[src/hw/rtl/cld_pkg.sv]
`timescale 1ns / 1ps
// ----------------------------------------------------------------------------
// cld_pkg: shared types and constants of the content-length deframer
// Character codes, the header name pattern, the byte class carried between
// the front and back parts, and the number parse phases.
// ----------------------------------------------------------------------------
package cld_pkg;

   localparam int unsigned NAME_LEN    = 15;
   localparam int unsigned QUEUE_DEPTH = 2;
   localparam int unsigned CFG_BITS    = 24;
   localparam logic [CFG_BITS-1:0] CFG_RESET = 24'd65535;

   localparam logic [7:0] CHAR_CR    = 8'h0D;
   localparam logic [7:0] CHAR_LF    = 8'h0A;
   localparam logic [7:0] CHAR_SPACE = 8'h20;
   localparam logic [7:0] CHAR_TAB   = 8'h09;
   localparam logic [7:0] CHAR_VT    = 8'h0B;
   localparam logic [7:0] CHAR_FF    = 8'h0C;
   localparam logic [7:0] CHAR_ZERO  = 8'h30;
   localparam logic [7:0] CHAR_NINE  = 8'h39;

   typedef struct packed {
      logic [7:0]          data_byte;
      logic                is_cr;
      logic                is_lf;
      logic                is_digit;
      logic [3:0]          digit_val;
      logic                is_space;
      logic [NAME_LEN-1:0] name_hits;
   } cld_class_type;

   typedef enum logic [3:0] {
      PH_NONE   = 4'b0001,
      PH_SKIP   = 4'b0010,
      PH_DIGITS = 4'b0100,
      PH_DONE   = 4'b1000
   } cld_phase_type;

   // "Content-Length:"
   function automatic logic [7:0] name_char(input logic [3:0] idx);
      logic [7:0] c;
      case (idx)
         4'd0:    c = 8'h43;
         4'd1:    c = 8'h6F;
         4'd2:    c = 8'h6E;
         4'd3:    c = 8'h74;
         4'd4:    c = 8'h65;
         4'd5:    c = 8'h6E;
         4'd6:    c = 8'h74;
         4'd7:    c = 8'h2D;
         4'd8:    c = 8'h4C;
         4'd9:    c = 8'h65;
         4'd10:   c = 8'h6E;
         4'd11:   c = 8'h67;
         4'd12:   c = 8'h74;
         4'd13:   c = 8'h68;
         4'd14:   c = 8'h3A;
         default: c = 8'h00;
      endcase
      return c;
   endfunction

endpackage

[src/hw/rtl/cld_if.sv]
`timescale 1ns / 1ps
// ----------------------------------------------------------------------------
// cld_if: valid/ready channels of the content-length deframer
// Input byte channel, result channel and configuration write channel.
// ----------------------------------------------------------------------------
interface cld_req_if;
   logic       valid;
   logic       ready;
   logic [7:0] data_byte;

   modport source (output valid, output data_byte, input ready);
   modport sink   (input valid, input data_byte, output ready);
endinterface

interface cld_rsp_if;
   logic       valid;
   logic       ready;
   logic [7:0] out_byte;
   logic       in_body;
   logic       msg_last;
   logic       length_too_big;

   modport source (output valid, output out_byte, output in_body, output msg_last,
                   output length_too_big, input ready);
   modport sink   (input valid, input out_byte, input in_body, input msg_last,
                   input length_too_big, output ready);
endinterface

interface cld_csr_if;
   logic        valid;
   logic        ready;
   logic [23:0] max_body_length;

   modport source (output valid, output max_body_length, input ready);
   modport sink   (input valid, input max_body_length, output ready);
endinterface

[src/hw/rtl/cld_front.sv]
`timescale 1ns / 1ps
// ----------------------------------------------------------------------------
// cld_front: byte intake and classification
// Registers each accepted beat together with its character class and the
// per-position compare against the header name pattern.
// ----------------------------------------------------------------------------
module cld_front (
   input  logic               clock,
   input  logic               reset,
   cld_req_if.sink            req_if,
   output logic               push_valid,
   output cld_pkg::cld_class_type push_data,
   input  logic               push_ready
);
   import cld_pkg::*;

   logic          valid_ff, valid_in;
   cld_class_type data_ff, data_in;
   logic          take;

   assign req_if.ready = !valid_ff || push_ready;
   assign take         = req_if.valid && req_if.ready;
   assign push_valid   = valid_ff;
   assign push_data    = data_ff;

   always_comb begin
      logic [7:0] c;
      logic [7:0] diff;
      c    = req_if.data_byte;
      diff = c - CHAR_ZERO;
      data_in.data_byte = c;
      data_in.is_cr     = (c == CHAR_CR);
      data_in.is_lf     = (c == CHAR_LF);
      data_in.is_digit  = (c >= CHAR_ZERO) && (c <= CHAR_NINE);
      data_in.digit_val = diff[3:0];
      data_in.is_space  = (c == CHAR_SPACE) || (c == CHAR_TAB) || (c == CHAR_LF) ||
                          (c == CHAR_VT) || (c == CHAR_FF) || (c == CHAR_CR);
      for (int i = 0; i < NAME_LEN; i++) begin
         data_in.name_hits[i] = (c == name_char(4'(i)));
      end
   end

   always_comb begin
      if (take) begin
         valid_in = 1'b1;
      end else if (push_ready) begin
         valid_in = 1'b0;
      end else begin
         valid_in = valid_ff;
      end
   end

   always_ff @(posedge clock) begin
      if (reset) begin
         valid_ff <= 1'b0;
      end else begin
         valid_ff <= valid_in;
      end
   end

   always_ff @(posedge clock) begin
      if (take) begin
         data_ff <= data_in;
      end
   end

endmodule

[src/hw/rtl/cld_queue.sv]
`timescale 1ns / 1ps
// ----------------------------------------------------------------------------
// cld_queue: short queue between front and back
// Small first-in first-out buffer of classified beats.
// ----------------------------------------------------------------------------
module cld_queue (
   input  logic               clock,
   input  logic               reset,
   input  logic               push_valid,
   input  cld_pkg::cld_class_type push_data,
   output logic               push_ready,
   output logic               pop_valid,
   output cld_pkg::cld_class_type pop_data,
   input  logic               pop_ready
);
   import cld_pkg::*;

   localparam int unsigned PTR_BITS = (QUEUE_DEPTH > 1) ? $clog2(QUEUE_DEPTH) : 1;
   localparam int unsigned CNT_BITS = $clog2(QUEUE_DEPTH + 1);
   localparam logic [CNT_BITS-1:0] FULL_COUNT = CNT_BITS'(QUEUE_DEPTH);
   localparam logic [PTR_BITS-1:0] LAST_PTR   = PTR_BITS'(QUEUE_DEPTH - 1);

   cld_class_type        mem_ff [QUEUE_DEPTH];
   logic [PTR_BITS-1:0]  wr_ptr_ff, wr_ptr_in;
   logic [PTR_BITS-1:0]  rd_ptr_ff, rd_ptr_in;
   logic [CNT_BITS-1:0]  count_ff, count_in;
   logic                 do_push, do_pop;

   assign push_ready = (count_ff != FULL_COUNT);
   assign pop_valid  = (count_ff != '0);
   assign pop_data   = mem_ff[rd_ptr_ff];
   assign do_push    = push_valid && push_ready;
   assign do_pop     = pop_valid && pop_ready;

   always_comb begin
      wr_ptr_in = wr_ptr_ff;
      rd_ptr_in = rd_ptr_ff;
      count_in  = count_ff;
      if (do_push) begin
         wr_ptr_in = (wr_ptr_ff == LAST_PTR) ? '0 : wr_ptr_ff + 1'b1;
      end
      if (do_pop) begin
         rd_ptr_in = (rd_ptr_ff == LAST_PTR) ? '0 : rd_ptr_ff + 1'b1;
      end
      if (do_push && !do_pop) begin
         count_in = count_ff + 1'b1;
      end else if (do_pop && !do_push) begin
         count_in = count_ff - 1'b1;
      end
   end

   always_ff @(posedge clock) begin
      if (reset) begin
         wr_ptr_ff <= '0;
         rd_ptr_ff <= '0;
         count_ff  <= '0;
      end else begin
         wr_ptr_ff <= wr_ptr_in;
         rd_ptr_ff <= rd_ptr_in;
         count_ff  <= count_in;
      end
   end

   always_ff @(posedge clock) begin
      if (do_push) begin
         mem_ff[wr_ptr_ff] <= push_data;
      end
   end

endmodule

[src/hw/rtl/cld_back.sv]
`timescale 1ns / 1ps
// ----------------------------------------------------------------------------
// cld_back: message framing state and result register
// Tracks header terminator and name matches, parses the declared length,
// counts out the body and drives the result channel from a register.
// ----------------------------------------------------------------------------
module cld_back #(
   parameter int unsigned LENGTH_BITS = 24
) (
   input  logic               clock,
   input  logic               reset,
   input  logic               pop_valid,
   input  cld_pkg::cld_class_type pop_data,
   output logic               pop_ready,
   input  logic [cld_pkg::CFG_BITS-1:0] max_body_length,
   cld_rsp_if.source          rsp_if
);
   import cld_pkg::*;

   localparam int unsigned CMP_BITS  = (LENGTH_BITS > CFG_BITS) ? LENGTH_BITS : CFG_BITS;
   localparam int unsigned PROD_BITS = LENGTH_BITS + 4;
   localparam logic [3:0]  NAME_LAST = 4'(NAME_LEN);

   logic                   in_body_ff, in_body_in;
   logic [1:0]             end_cnt_ff, end_cnt_in;
   logic [3:0]             name_cnt_ff, name_cnt_in;
   cld_phase_type          phase_ff, phase_in;
   logic [LENGTH_BITS-1:0] decl_ff, decl_in;
   logic                   ovf_ff, ovf_in;
   logic [LENGTH_BITS-1:0] left_ff, left_in;

   logic                   out_valid_ff, out_valid_in;
   logic [7:0]             out_byte_ff;
   logic                   out_body_ff, out_body_in;
   logic                   out_last_ff, out_last_in;
   logic                   out_big_ff, out_big_in;

   logic                   take;
   logic [CMP_BITS-1:0]    max_ext, mask_ext, lim_ext;
   logic [LENGTH_BITS-1:0] limit;
   logic [PROD_BITS-1:0]   acc_sum;
   logic                   add_now;
   logic                   end_hit;

   assign pop_ready = !out_valid_ff || rsp_if.ready;
   assign take      = pop_valid && pop_ready;

   assign max_ext  = CMP_BITS'(max_body_length);
   assign mask_ext = CMP_BITS'({LENGTH_BITS{1'b1}});
   assign lim_ext  = (max_ext < mask_ext) ? max_ext : mask_ext;
   assign limit    = lim_ext[LENGTH_BITS-1:0];

   assign acc_sum = (PROD_BITS'(decl_ff) << 3) + (PROD_BITS'(decl_ff) << 1)
                    + PROD_BITS'(pop_data.digit_val);

   always_comb begin
      in_body_in  = in_body_ff;
      end_cnt_in  = end_cnt_ff;
      name_cnt_in = name_cnt_ff;
      phase_in    = phase_ff;
      decl_in     = decl_ff;
      ovf_in      = ovf_ff;
      left_in     = left_ff;
      out_body_in = 1'b0;
      out_last_in = 1'b0;
      out_big_in  = 1'b0;
      add_now     = 1'b0;
      end_hit     = 1'b0;

      if (in_body_ff) begin
         out_body_in = 1'b1;
         if (left_ff > LENGTH_BITS'(1)) begin
            left_in = left_ff - 1'b1;
         end else begin
            out_last_in = 1'b1;
            out_big_in  = ovf_ff;
            in_body_in  = 1'b0;
            end_cnt_in  = '0;
            name_cnt_in = '0;
            phase_in    = PH_NONE;
            decl_in     = '0;
            ovf_in      = 1'b0;
            left_in     = '0;
         end
      end else begin
         // header name and length parse
         case (phase_ff)
            PH_NONE: begin
               if ((name_cnt_ff < NAME_LAST) && pop_data.name_hits[name_cnt_ff]) begin
                  name_cnt_in = name_cnt_ff + 1'b1;
               end else begin
                  name_cnt_in = pop_data.name_hits[0] ? 4'd1 : 4'd0;
               end
               if (name_cnt_in >= NAME_LAST) begin
                  phase_in    = PH_SKIP;
                  name_cnt_in = '0;
               end
            end
            PH_SKIP: begin
               if (pop_data.is_digit) begin
                  phase_in = PH_DIGITS;
                  add_now  = 1'b1;
               end else if (!pop_data.is_space) begin
                  phase_in = PH_DONE;
               end
            end
            PH_DIGITS: begin
               if (pop_data.is_digit) begin
                  add_now = 1'b1;
               end else begin
                  phase_in = PH_DONE;
               end
            end
            PH_DONE: begin
               phase_in = PH_DONE;
            end
            default: begin
               phase_in = PH_DONE;
            end
         endcase

         if (add_now) begin
            if (ovf_ff || (acc_sum > PROD_BITS'(limit))) begin
               decl_in = limit;
               ovf_in  = 1'b1;
            end else begin
               decl_in = acc_sum[LENGTH_BITS-1:0];
            end
         end

         // header terminator
         case (end_cnt_ff)
            2'd0: end_cnt_in = pop_data.is_cr ? 2'd1 : 2'd0;
            2'd1: end_cnt_in = pop_data.is_lf ? 2'd2 : (pop_data.is_cr ? 2'd1 : 2'd0);
            2'd2: end_cnt_in = pop_data.is_cr ? 2'd3 : 2'd0;
            2'd3: begin
               if (pop_data.is_lf) begin
                  end_cnt_in = 2'd0;
                  end_hit    = 1'b1;
               end else begin
                  end_cnt_in = pop_data.is_cr ? 2'd1 : 2'd0;
               end
            end
            default: end_cnt_in = 2'd0;
         endcase

         if (end_hit) begin
            if (decl_in == '0) begin
               out_last_in = 1'b1;
               out_big_in  = ovf_in;
               in_body_in  = 1'b0;
               end_cnt_in  = '0;
               name_cnt_in = '0;
               phase_in    = PH_NONE;
               decl_in     = '0;
               ovf_in      = 1'b0;
               left_in     = '0;
            end else begin
               in_body_in = 1'b1;
               left_in    = decl_in;
            end
         end
      end
   end

   always_comb begin
      if (take) begin
         out_valid_in = 1'b1;
      end else if (rsp_if.ready) begin
         out_valid_in = 1'b0;
      end else begin
         out_valid_in = out_valid_ff;
      end
   end

   always_ff @(posedge clock) begin
      if (reset) begin
         in_body_ff   <= 1'b0;
         end_cnt_ff   <= '0;
         name_cnt_ff  <= '0;
         phase_ff     <= PH_NONE;
         decl_ff      <= '0;
         ovf_ff       <= 1'b0;
         left_ff      <= '0;
         out_valid_ff <= 1'b0;
      end else begin
         out_valid_ff <= out_valid_in;
         if (take) begin
            in_body_ff  <= in_body_in;
            end_cnt_ff  <= end_cnt_in;
            name_cnt_ff <= name_cnt_in;
            phase_ff    <= phase_in;
            decl_ff     <= decl_in;
            ovf_ff      <= ovf_in;
            left_ff     <= left_in;
         end
      end
   end

   always_ff @(posedge clock) begin
      if (take) begin
         out_byte_ff <= pop_data.data_byte;
         out_body_ff <= out_body_in;
         out_last_ff <= out_last_in;
         out_big_ff  <= out_big_in;
      end
   end

   assign rsp_if.valid          = out_valid_ff;
   assign rsp_if.out_byte       = out_byte_ff;
   assign rsp_if.in_body        = out_body_ff;
   assign rsp_if.msg_last       = out_last_ff;
   assign rsp_if.length_too_big = out_big_ff;

endmodule

[src/hw/rtl/content_length_message_deframer.sv]
`timescale 1ns / 1ps
// ----------------------------------------------------------------------------
// content_length_message_deframer: text stream message framer
// Passes every byte of a text stream through and marks header or body and
// the last byte of each message; the body length is taken from the first
// "Content-Length:" header line, the header ends at CR LF CR LF.
//
// req_if: one input byte per beat. rsp_if: one result beat per input beat,
// in order, carrying the byte, its body flag, the last-byte flag and the
// oversize flag. csr_if: writes the largest accepted body length (reset
// 65535); write only while no beats are in flight.
//
// An accepted req_if beat passes the classify register, the two-entry queue
// and the result register to rsp_if. One beat is taken every cycle while
// rsp_if does not stall; the framing state in the back part updates once
// per accepted beat. Reset returns to the header phase with empty queue and
// result register. When rsp_if stalls the queue fills and req_if.ready
// drops after the front register and the queue are full; no beat is lost.
// ----------------------------------------------------------------------------
module content_length_message_deframer #(
   parameter int unsigned LENGTH_BITS = 24
) (
   input  logic       clock,
   input  logic       reset,
   cld_req_if.sink    req_if,
   cld_rsp_if.source  rsp_if,
   cld_csr_if.sink    csr_if
);
   import cld_pkg::*;

   logic                push_valid, push_ready;
   cld_class_type       push_data;
   logic                pop_valid, pop_ready;
   cld_class_type       pop_data;
   logic [CFG_BITS-1:0] max_len_ff, max_len_in;

   assign csr_if.ready = 1'b1;
   assign max_len_in   = (csr_if.valid && csr_if.ready) ? csr_if.max_body_length
                                                        : max_len_ff;

   always_ff @(posedge clock) begin
      if (reset) begin
         max_len_ff <= CFG_RESET;
      end else begin
         max_len_ff <= max_len_in;
      end
   end

   cld_front u_front (
      .clock      (clock),
      .reset      (reset),
      .req_if     (req_if),
      .push_valid (push_valid),
      .push_data  (push_data),
      .push_ready (push_ready)
   );

   cld_queue u_queue (
      .clock      (clock),
      .reset      (reset),
      .push_valid (push_valid),
      .push_data  (push_data),
      .push_ready (push_ready),
      .pop_valid  (pop_valid),
      .pop_data   (pop_data),
      .pop_ready  (pop_ready)
   );

   cld_back #(
      .LENGTH_BITS (LENGTH_BITS)
   ) u_back (
      .clock           (clock),
      .reset           (reset),
      .pop_valid       (pop_valid),
      .pop_data        (pop_data),
      .pop_ready       (pop_ready),
      .max_body_length (max_len_ff),
      .rsp_if          (rsp_if)
   );

endmodule
[src/flat_wrapper.sv]
// flat-port wrapper written by rule: the top's interface ports become plain ports
module content_length_message_deframer_flat import cld_pkg::*;
#(
   parameter int unsigned LENGTH_BITS = 24
)
  (clock, reset, req_if_valid, req_if_data_byte, req_if_ready, rsp_if_valid, rsp_if_out_byte, rsp_if_in_body, rsp_if_msg_last, rsp_if_length_too_big, rsp_if_ready, csr_if_valid, csr_if_max_body_length, csr_if_ready);
  cld_req_if req_if_i ();
  cld_rsp_if rsp_if_i ();
  cld_csr_if csr_if_i ();
  input  logic clock;
  input  logic reset;
  input wire logic [$bits(req_if_i.valid)-1:0] req_if_valid;
  input wire logic [$bits(req_if_i.data_byte)-1:0] req_if_data_byte;
  output wire logic [$bits(req_if_i.ready)-1:0] req_if_ready;
  output wire logic [$bits(rsp_if_i.valid)-1:0] rsp_if_valid;
  output wire logic [$bits(rsp_if_i.out_byte)-1:0] rsp_if_out_byte;
  output wire logic [$bits(rsp_if_i.in_body)-1:0] rsp_if_in_body;
  output wire logic [$bits(rsp_if_i.msg_last)-1:0] rsp_if_msg_last;
  output wire logic [$bits(rsp_if_i.length_too_big)-1:0] rsp_if_length_too_big;
  input wire logic [$bits(rsp_if_i.ready)-1:0] rsp_if_ready;
  input wire logic [$bits(csr_if_i.valid)-1:0] csr_if_valid;
  input wire logic [$bits(csr_if_i.max_body_length)-1:0] csr_if_max_body_length;
  output wire logic [$bits(csr_if_i.ready)-1:0] csr_if_ready;
  assign req_if_i.valid = req_if_valid;
  assign req_if_i.data_byte = req_if_data_byte;
  assign req_if_ready = req_if_i.ready;
  assign rsp_if_valid = rsp_if_i.valid;
  assign rsp_if_out_byte = rsp_if_i.out_byte;
  assign rsp_if_in_body = rsp_if_i.in_body;
  assign rsp_if_msg_last = rsp_if_i.msg_last;
  assign rsp_if_length_too_big = rsp_if_i.length_too_big;
  assign rsp_if_i.ready = rsp_if_ready;
  assign csr_if_i.valid = csr_if_valid;
  assign csr_if_i.max_body_length = csr_if_max_body_length;
  assign csr_if_ready = csr_if_i.ready;
  content_length_message_deframer #(.LENGTH_BITS(LENGTH_BITS)) u_core (.clock(clock), .reset(reset), .req_if(req_if_i), .rsp_if(rsp_if_i), .csr_if(csr_if_i));
endmodule
[config.mk]
export PLATFORM = sky130hd
export DESIGN_NAME = content_length_message_deframer_flat
export DESIGN_NICKNAME = d
export VERILOG_FILES = /design/src/hw/rtl/cld_pkg.sv /design/src/hw/rtl/cld_if.sv /design/src/hw/rtl/cld_front.sv /design/src/hw/rtl/cld_queue.sv /design/src/hw/rtl/cld_back.sv /design/src/hw/rtl/content_length_message_deframer.sv /design/src/flat_wrapper.sv
export SDC_FILE = /design/constraint.sdc
export NUM_CORES = 1
export LEC_CHECK = 0
export BUFFER_PORTS_ARGS = -buffer_cell sky130_fd_sc_hd__buf_2
export CORE_MARGIN = 4
export CORE_UTILIZATION = 46
export DETAILED_ROUTE_END_ITERATION = 10
export SLEW_MARGIN = 15
export SYNTH_ARGS = -nofsm -noshare
export SYNTH_HDL_FRONTEND = slang
export SYNTH_SLANG_ARGS = --single-unit
[constraint.sdc]
create_clock -name clock -period 8.5 [get_ports clock]
set_input_delay 0.425 -clock clock [delete_from_list [all_inputs] [get_ports clock]]
set_output_delay 0.425 -clock clock [all_outputs]
set_load 0.01 [all_outputs]
; ---- Word level (Yosys, flattened, before mapping)
; Memory sizes are Yosys's and may differ from the RTL's. A register that Yosys moved wholly into a read port is not among the register bits.
; Cells that the tools add are included.
[word_totals]
reg_bits = 132
mem_bits_rw = 62
inputBits = 37
out_inout_bits = 14
wordCells = 173
memories = 1
[classes]
n_addsub = 9
n_lt_le_gt_ge = 8
eq_ne = 24
n_mux = 78
reduce_logical = 29
[memory_table]
columns = name, depth, word_bits, read_ports, rd_clocked_by_memory_dff, wr, line
row1 = u_core.u_queue.mem_ff, 2, 31, 1, 1, 1, cld_queue.sv:23  ; cld_class_type mem_ff [QUEUE_DEPTH];
[op_table]
columns = operator, count
row1 = $mux W24, 11
row2 = $mux W4, 17
row3 = $eq A8 B7 Y1 const B, 8
row4 = $eq A8 B4 Y1 const B, 5
row5 = $mux W1, 39
row6 = $add A27 B25 Y28, 1
row7 = $add A28 B4 Y28, 1
row8 = $gt A28 B24 Y1, 1
row9 = $eq A8 B6 Y1 const B, 3
row10 = $gt A24 B1 Y1 const B, 1
row11 = $logic_not A24 Y1, 1
row12 = $lt A24 B24 Y1 const B, 1
row13 = $sub A24 B1 Y24 const B, 1
row14 = $mux W2, 8
row15 = $pmux W4 S3, 1
row16 = $reduce_bool A2 Y1, 5
row17 = $ge A8 B6 Y1 const B, 1
row18 = $le A8 B6 Y1 const B, 1
row19 = $logic_or A1 B1 Y1, 8
row20 = $pmux W2 S4, 1
row21 = $logic_and A1 B1 Y1, 7
row22 = $lt A4 B5 Y1 const B, 1
row23 = $add A4 B1 Y4 const B, 1
row24 = $bmux W1 S4, 1
row25 = 16 further kinds, 23

; ---- Longest topological paths before layout
[logic_depth]
word_depth = 12
mapped_depth = 30
depth_no_buf = 24

; ---- Cells and area by module
; A second synthesis with hierarchy kept.
[unflattened]
cells_unflattened = 1118
area_unflattened_um2 = 10983.0
[modules_own_cells]
columns = mod, n_inst, cells_per_inst, area_each_um2, seq_area_each_um2
row1 = cld_back, 1, 839, 6613.8, 1551.5
row2 = cld_queue, 1, 120, 2448.6, 1961.9
row3 = cld_front, 1, 79, 1018.5, 680.7
row4 = content_length_message_deframer, 1, 80, 902.1, 480.5

; ---- Worst setup path after synthesis
; Ideal clock, no wire load.
[synth_timing]
kind = reg2reg
start = register with a tool-made name
end = register u_core.u_back.out_big_ff, in the netlist u_core.u_back.rsp_if.length_too_big, data pin
setup_time_ns = 0.152
arrival_ns = 6.817
required_ns = 8.348
slack_ns = 1.531
path_stages_with_launch = 29
path_buffers = 5
synth_period_minus_slack_ns = 6.969
path_cell_list = dfxtp_1 -> clkbuf_1 -> clkbuf_1 -> clkbuf_1 -> mux2_2 -> ha_1 -> ha_1 -> fa_1 -> a21o_1 -> a221o_1 -> a211oi_2 -> o21ai_0 -> a31oi_1 -> xnor2_1 -> ha_1 -> a21o_1 -> a21o_1 -> a211oi_1 -> a22o_1 -> o211a_1 -> buf_1 -> a21oi_1 -> a221oi_2 -> nand4_1 -> nor4_2 -> nand4_2 -> buf_6 -> a211o_1 -> o21ai_0
[synth_lines]
columns = element, line
row1 = "end signal, assigned", cld_back.sv:205  ; out_big_ff <= out_big_in;
row2 = "end, declared", cld_back.sv:36  ; logic out_big_ff, out_big_in;

==> flow_metrics.tcl <==
set metrics [dict create \
    fmax_mhz 133 \
    synth_cell_types 89 \
    placement_rows 54 \
    fin_worst_skew_ns 0.0160 \
    wl_mm 27.8 \
    required_ns 8.78 \
    drtPass1Iterations 7 \
    powerDensity_nw_per_um2 195 \
    ant_nets 0 \
    end_kind "register" \
    met1_length_mm 11.9 \
    routed.top_layer "met4" \
    cp_max_fo 20 \
    cts_hold_buf 0 \
    synthArstFlopShare_pct 0 \
    cts_made_buffers 17 \
    clk_pin_slew_ns 0.07 \
    cts_setup_buffers 0 \
    grt_pass1_wl_mm 43.9 \
    htreeDepth 4 \
    avgRoutedWirePerCell_um 19.7 \
    pre_cts_slack_ns 1.17 \
    port_buffers 49 \
    grt_max_degree 77 \
    track_usage_pct 22.6 \
    wl_met3_mm 1.54 \
    ios 51 \
    vias_per_cell 6.06 \
    antenna_found_initial 0 \
    dp_hpwl_mm 20.4 \
    fin_crit_ns 7.50 \
    crit_type "register to register" \
    synth_largest_area_cell "edfxtp_1" \
    finalSetupViolCount 0 \
    cts.sink_count 168 \
    rrSetupSlack_ns 1.0 \
    gp_congestion 1.00 \
    vdd_drop_max_uv 142 \
    fin_crit_sh_pct 88.3 \
    grt_pass1_vias 7934 \
    synth_cells 1101 \
    coreArea_um2 21800 \
    die_w_um 157 \
    die-area_um2 24500 \
    fin_setup_tns_ns 0 \
    critPathArrivalTime_ns 7.79 \
    yosys_warnings 0 \
    avgSynthCellArea_um2 9.22 \
    ctsLongestPathBuffers 2 \
    hold_violations 0 \
    status "finished clean" \
    cts_resized 0 \
    initial_core_util_pct 46.6 \
    synth-seq-cells 168 \
    syn_nets 1215 \
    slew_viol_final 0 \
    vias 8526 \
    hold_path_depth 3 \
    clockRootBuffer "clkbuf_16" \
    grt-ovfl-total 0 \
    min_to "u_core.max_len_ff[9]" \
    drive_gt1_share_pct 11.5 \
    synth_edf_count 77 \
    synthFlopType "dfxtp_1" \
    cts_tree "yes" \
    antenna_cells 0 \
    reg2reg_depth 24 \
    worstMarginPinSlew_ns 1.11 \
    synth_area_leaders "edfxtp_1, dfxtp_1, ha_1" \
    die_height_um 157 \
    hold_start "csr_if_max_body_length[9]" \
    nets 1227 \
    clk_latency_ns 0.45 \
    hold_class "input port to register" \
    synth_area_um2 10100 \
    crit_path_start_kind "register" \
    slew-limit-headroom_pct 26.0 \
    seq_area_frac_synth_pct 40.7 \
    p_leak_nw 4.55 \
    area_delta_synth_final_pct 9.94 \
    rsz0062_at_grt "no" \
    worstReg2RegEnd "u_core.u_back.decl_ff[11]" \
    first_iter_violations 660 \
    synth_top_area_share_pct 22.8 \
    fin_ws_ns 0.995 \
    maxCapViolations 0 \
    drc 0 \
    routed-wl-met2_mm 13.7 \
]
==> power breakdown <==
group | internal, mW | switching (mW) | total (mW)
clock | 0.402 | 0.401 | 0.804
combinational | 0.138 | 0.269 | 0.407
sequential | 0.928 | 0.0395 | 0.967
total | 1.47 | 0.709 | 2.18
==> cells by family after synthesis <==
| kind of cell | Yosys count | synth area share [%] |
|---|---|---|
| AOI/OAI and AO/OA | 318 | 21.2 |
| DFF | 168 | 40.7 |
| other | 1 | 0.0370 |
| muxes | 39 | 4.11 |
| and+or+nand+nor | 357 | 17.4 |
| adders and majority gates | 77 | 9.64 |
| xor gates and xnor gates | 27 | 2.33 |
| buffers and inverters | 114 | 4.59 |
==> placed cells by master (no fill, tap or decap), types with 5 or more instances in the layout <==
cell and instances:
a32oi_1 20, nor3_1 32, nor2b_1 9, and3_1 10, nor2_1 96, ha_1 75
nand2b_1 11, o21a_1 5, edfxtp_1 77, buf_4 9, o21ai_0 71, or3_1 5
and2_1 14, o22ai_1 7, mux2_2 11, a211oi_1 14, dfxtp_1 91, a22oi_1 9
a21oi_1 68, o32ai_1 9, buf_2 49, mux2i_1 27, inv_8 6, a21o_1 17
nor4_1 16, o211ai_1 24, nand2_1 96, inv_1 47, nand4_1 11, nand3b_1 8
xnor2_1 16, clkbuf_16 17, xor2_1 11, a31oi_1 19, nand3_1 19
==> cells in the mapped netlist (5+ instances only) <==
library cell	number
xnor2_1	16
o22ai_1	7
and3_1	10
nand2_1	96
o21a_1	5
ha_1	75
nand4_1	11
nor4_1	17
mux2_2	11
o21ai_0	71
edfxtp_1	77
or3_1	5
mux2i_1	27
and2_1	14
a32oi_1	20
xor2_1	11
nor2_1	99
a21oi_1	68
a22oi_1	9
buf_1	6
a21o_1	17
o211ai_1	24
a31oi_1	19
o32ai_1	9
nor3_1	32
a211oi_1	14
nor2b_1	9
clkbuf_1	51
nand2b_1	11
inv_1	47
dfxtp_1	91
nand3b_1	8
nand3_1	19
==> through the flow <==
step / cell area, um2 / std cells / utilization [%] / hold slack, ns / power, mW
after floorplan: 10100 / 1101 / - / 0.421 / 1.26
after global placement: 10500 / 1374 / 48.5 / 0.423 / 1.39
after detailed placement: 10500 / 1374 / 48.5 / 0.430 / 1.40
after CTS: 11200 / 1406 / 51.3 / 0.191 / 2.20
after global routing: 11200 / 1406 / 51.3 / 0.203 / 2.28
final: 11200 / 1406 / 51.3 / 0.192 / 2.18
==> worst max path at each step <==
stage              from                                  end  slack (ns)  depth (start not counted)
3_5_place_dp   register            u_core.u_back.decl_ff[11]        1.17                         24
4_1_cts        register            u_core.u_back.decl_ff[11]        1.12                         24
5_1_grt        register            u_core.u_back.decl_ff[11]        0.45                         24
6_report       register            u_core.u_back.decl_ff[11]         1.0                         24
2_1_floorplan  register  u_core.u_back.rsp_if.length_too_big        1.53                         28
3_3_place_gp   register            u_core.u_back.decl_ff[11]        1.22                         24
==> final cells by class <==
| cell class | count | area [um2] |
|---|---|---|
| Clock buffer | 17 | 425 |
| Sequential cell | 168 | 4130 |
| Timing Repair Buffer | 58 | 313 |
| Clock inverter | 15 | 184 |
| Inverter | 49 | 184 |
| Multi-Input combinational cell | 819 | 5560 |
| Fill cell | 2075 | 10600 |
| Tap cell | 280 | 350 |
==> state kept, by name, summed over array words and instances (netlist names), 2 cells and up, named ones only <==
| name | cells |
|---|---|
| u_core.u_back.rsp_if.out_byte | 8 |
| u_core.u_back.decl_ff | 24 |
| u_core.u_queue.count_ff | 2 |
| u_core.u_queue.mem_ff | 44 |
| u_core.u_back.end_cnt_ff | 2 |
| u_core.u_front.push_data | 22 |
| u_core.u_back.name_cnt_ff | 4 |
| u_core.max_len_ff | 24 |
| u_core.u_back.left_ff | 24 |
| u_core.u_back.phase_ff | 4 |
==> worst max-delay path, cell delays in order, from the launching register on <==
cell and delay, ns:
dfxtp_1 0.41, mux2_2 0.38, ha_1 0.28, ha_1 0.24, fa_1 0.41, a21o_1 0.21, a221o_1 0.44, a211oi_2 0.34
o21ai_0 0.15, a31oi_1 0.22, xnor2_1 0.19, ha_1 0.25, a21o_1 0.15, a21o_1 0.17, a211oi_1 0.32, a22o_1 0.22
o211ai_2 0.19, nor2_4 0.49, mux2i_1 0.53, a21oi_1 0.16, a2111oi_2 0.38, nand4_2 0.51, buf_4 0.39, a32oi_1 0.20
a21oi_1 0.10
==> metal layers <==
layer	global-route usage, %	vias up
li1	-	4151
met1	29.3	4047
met2	38.7	279
met3	4.09	49
met4	6.82	0
met5	0	-
(Power assumes the default switching activity.)
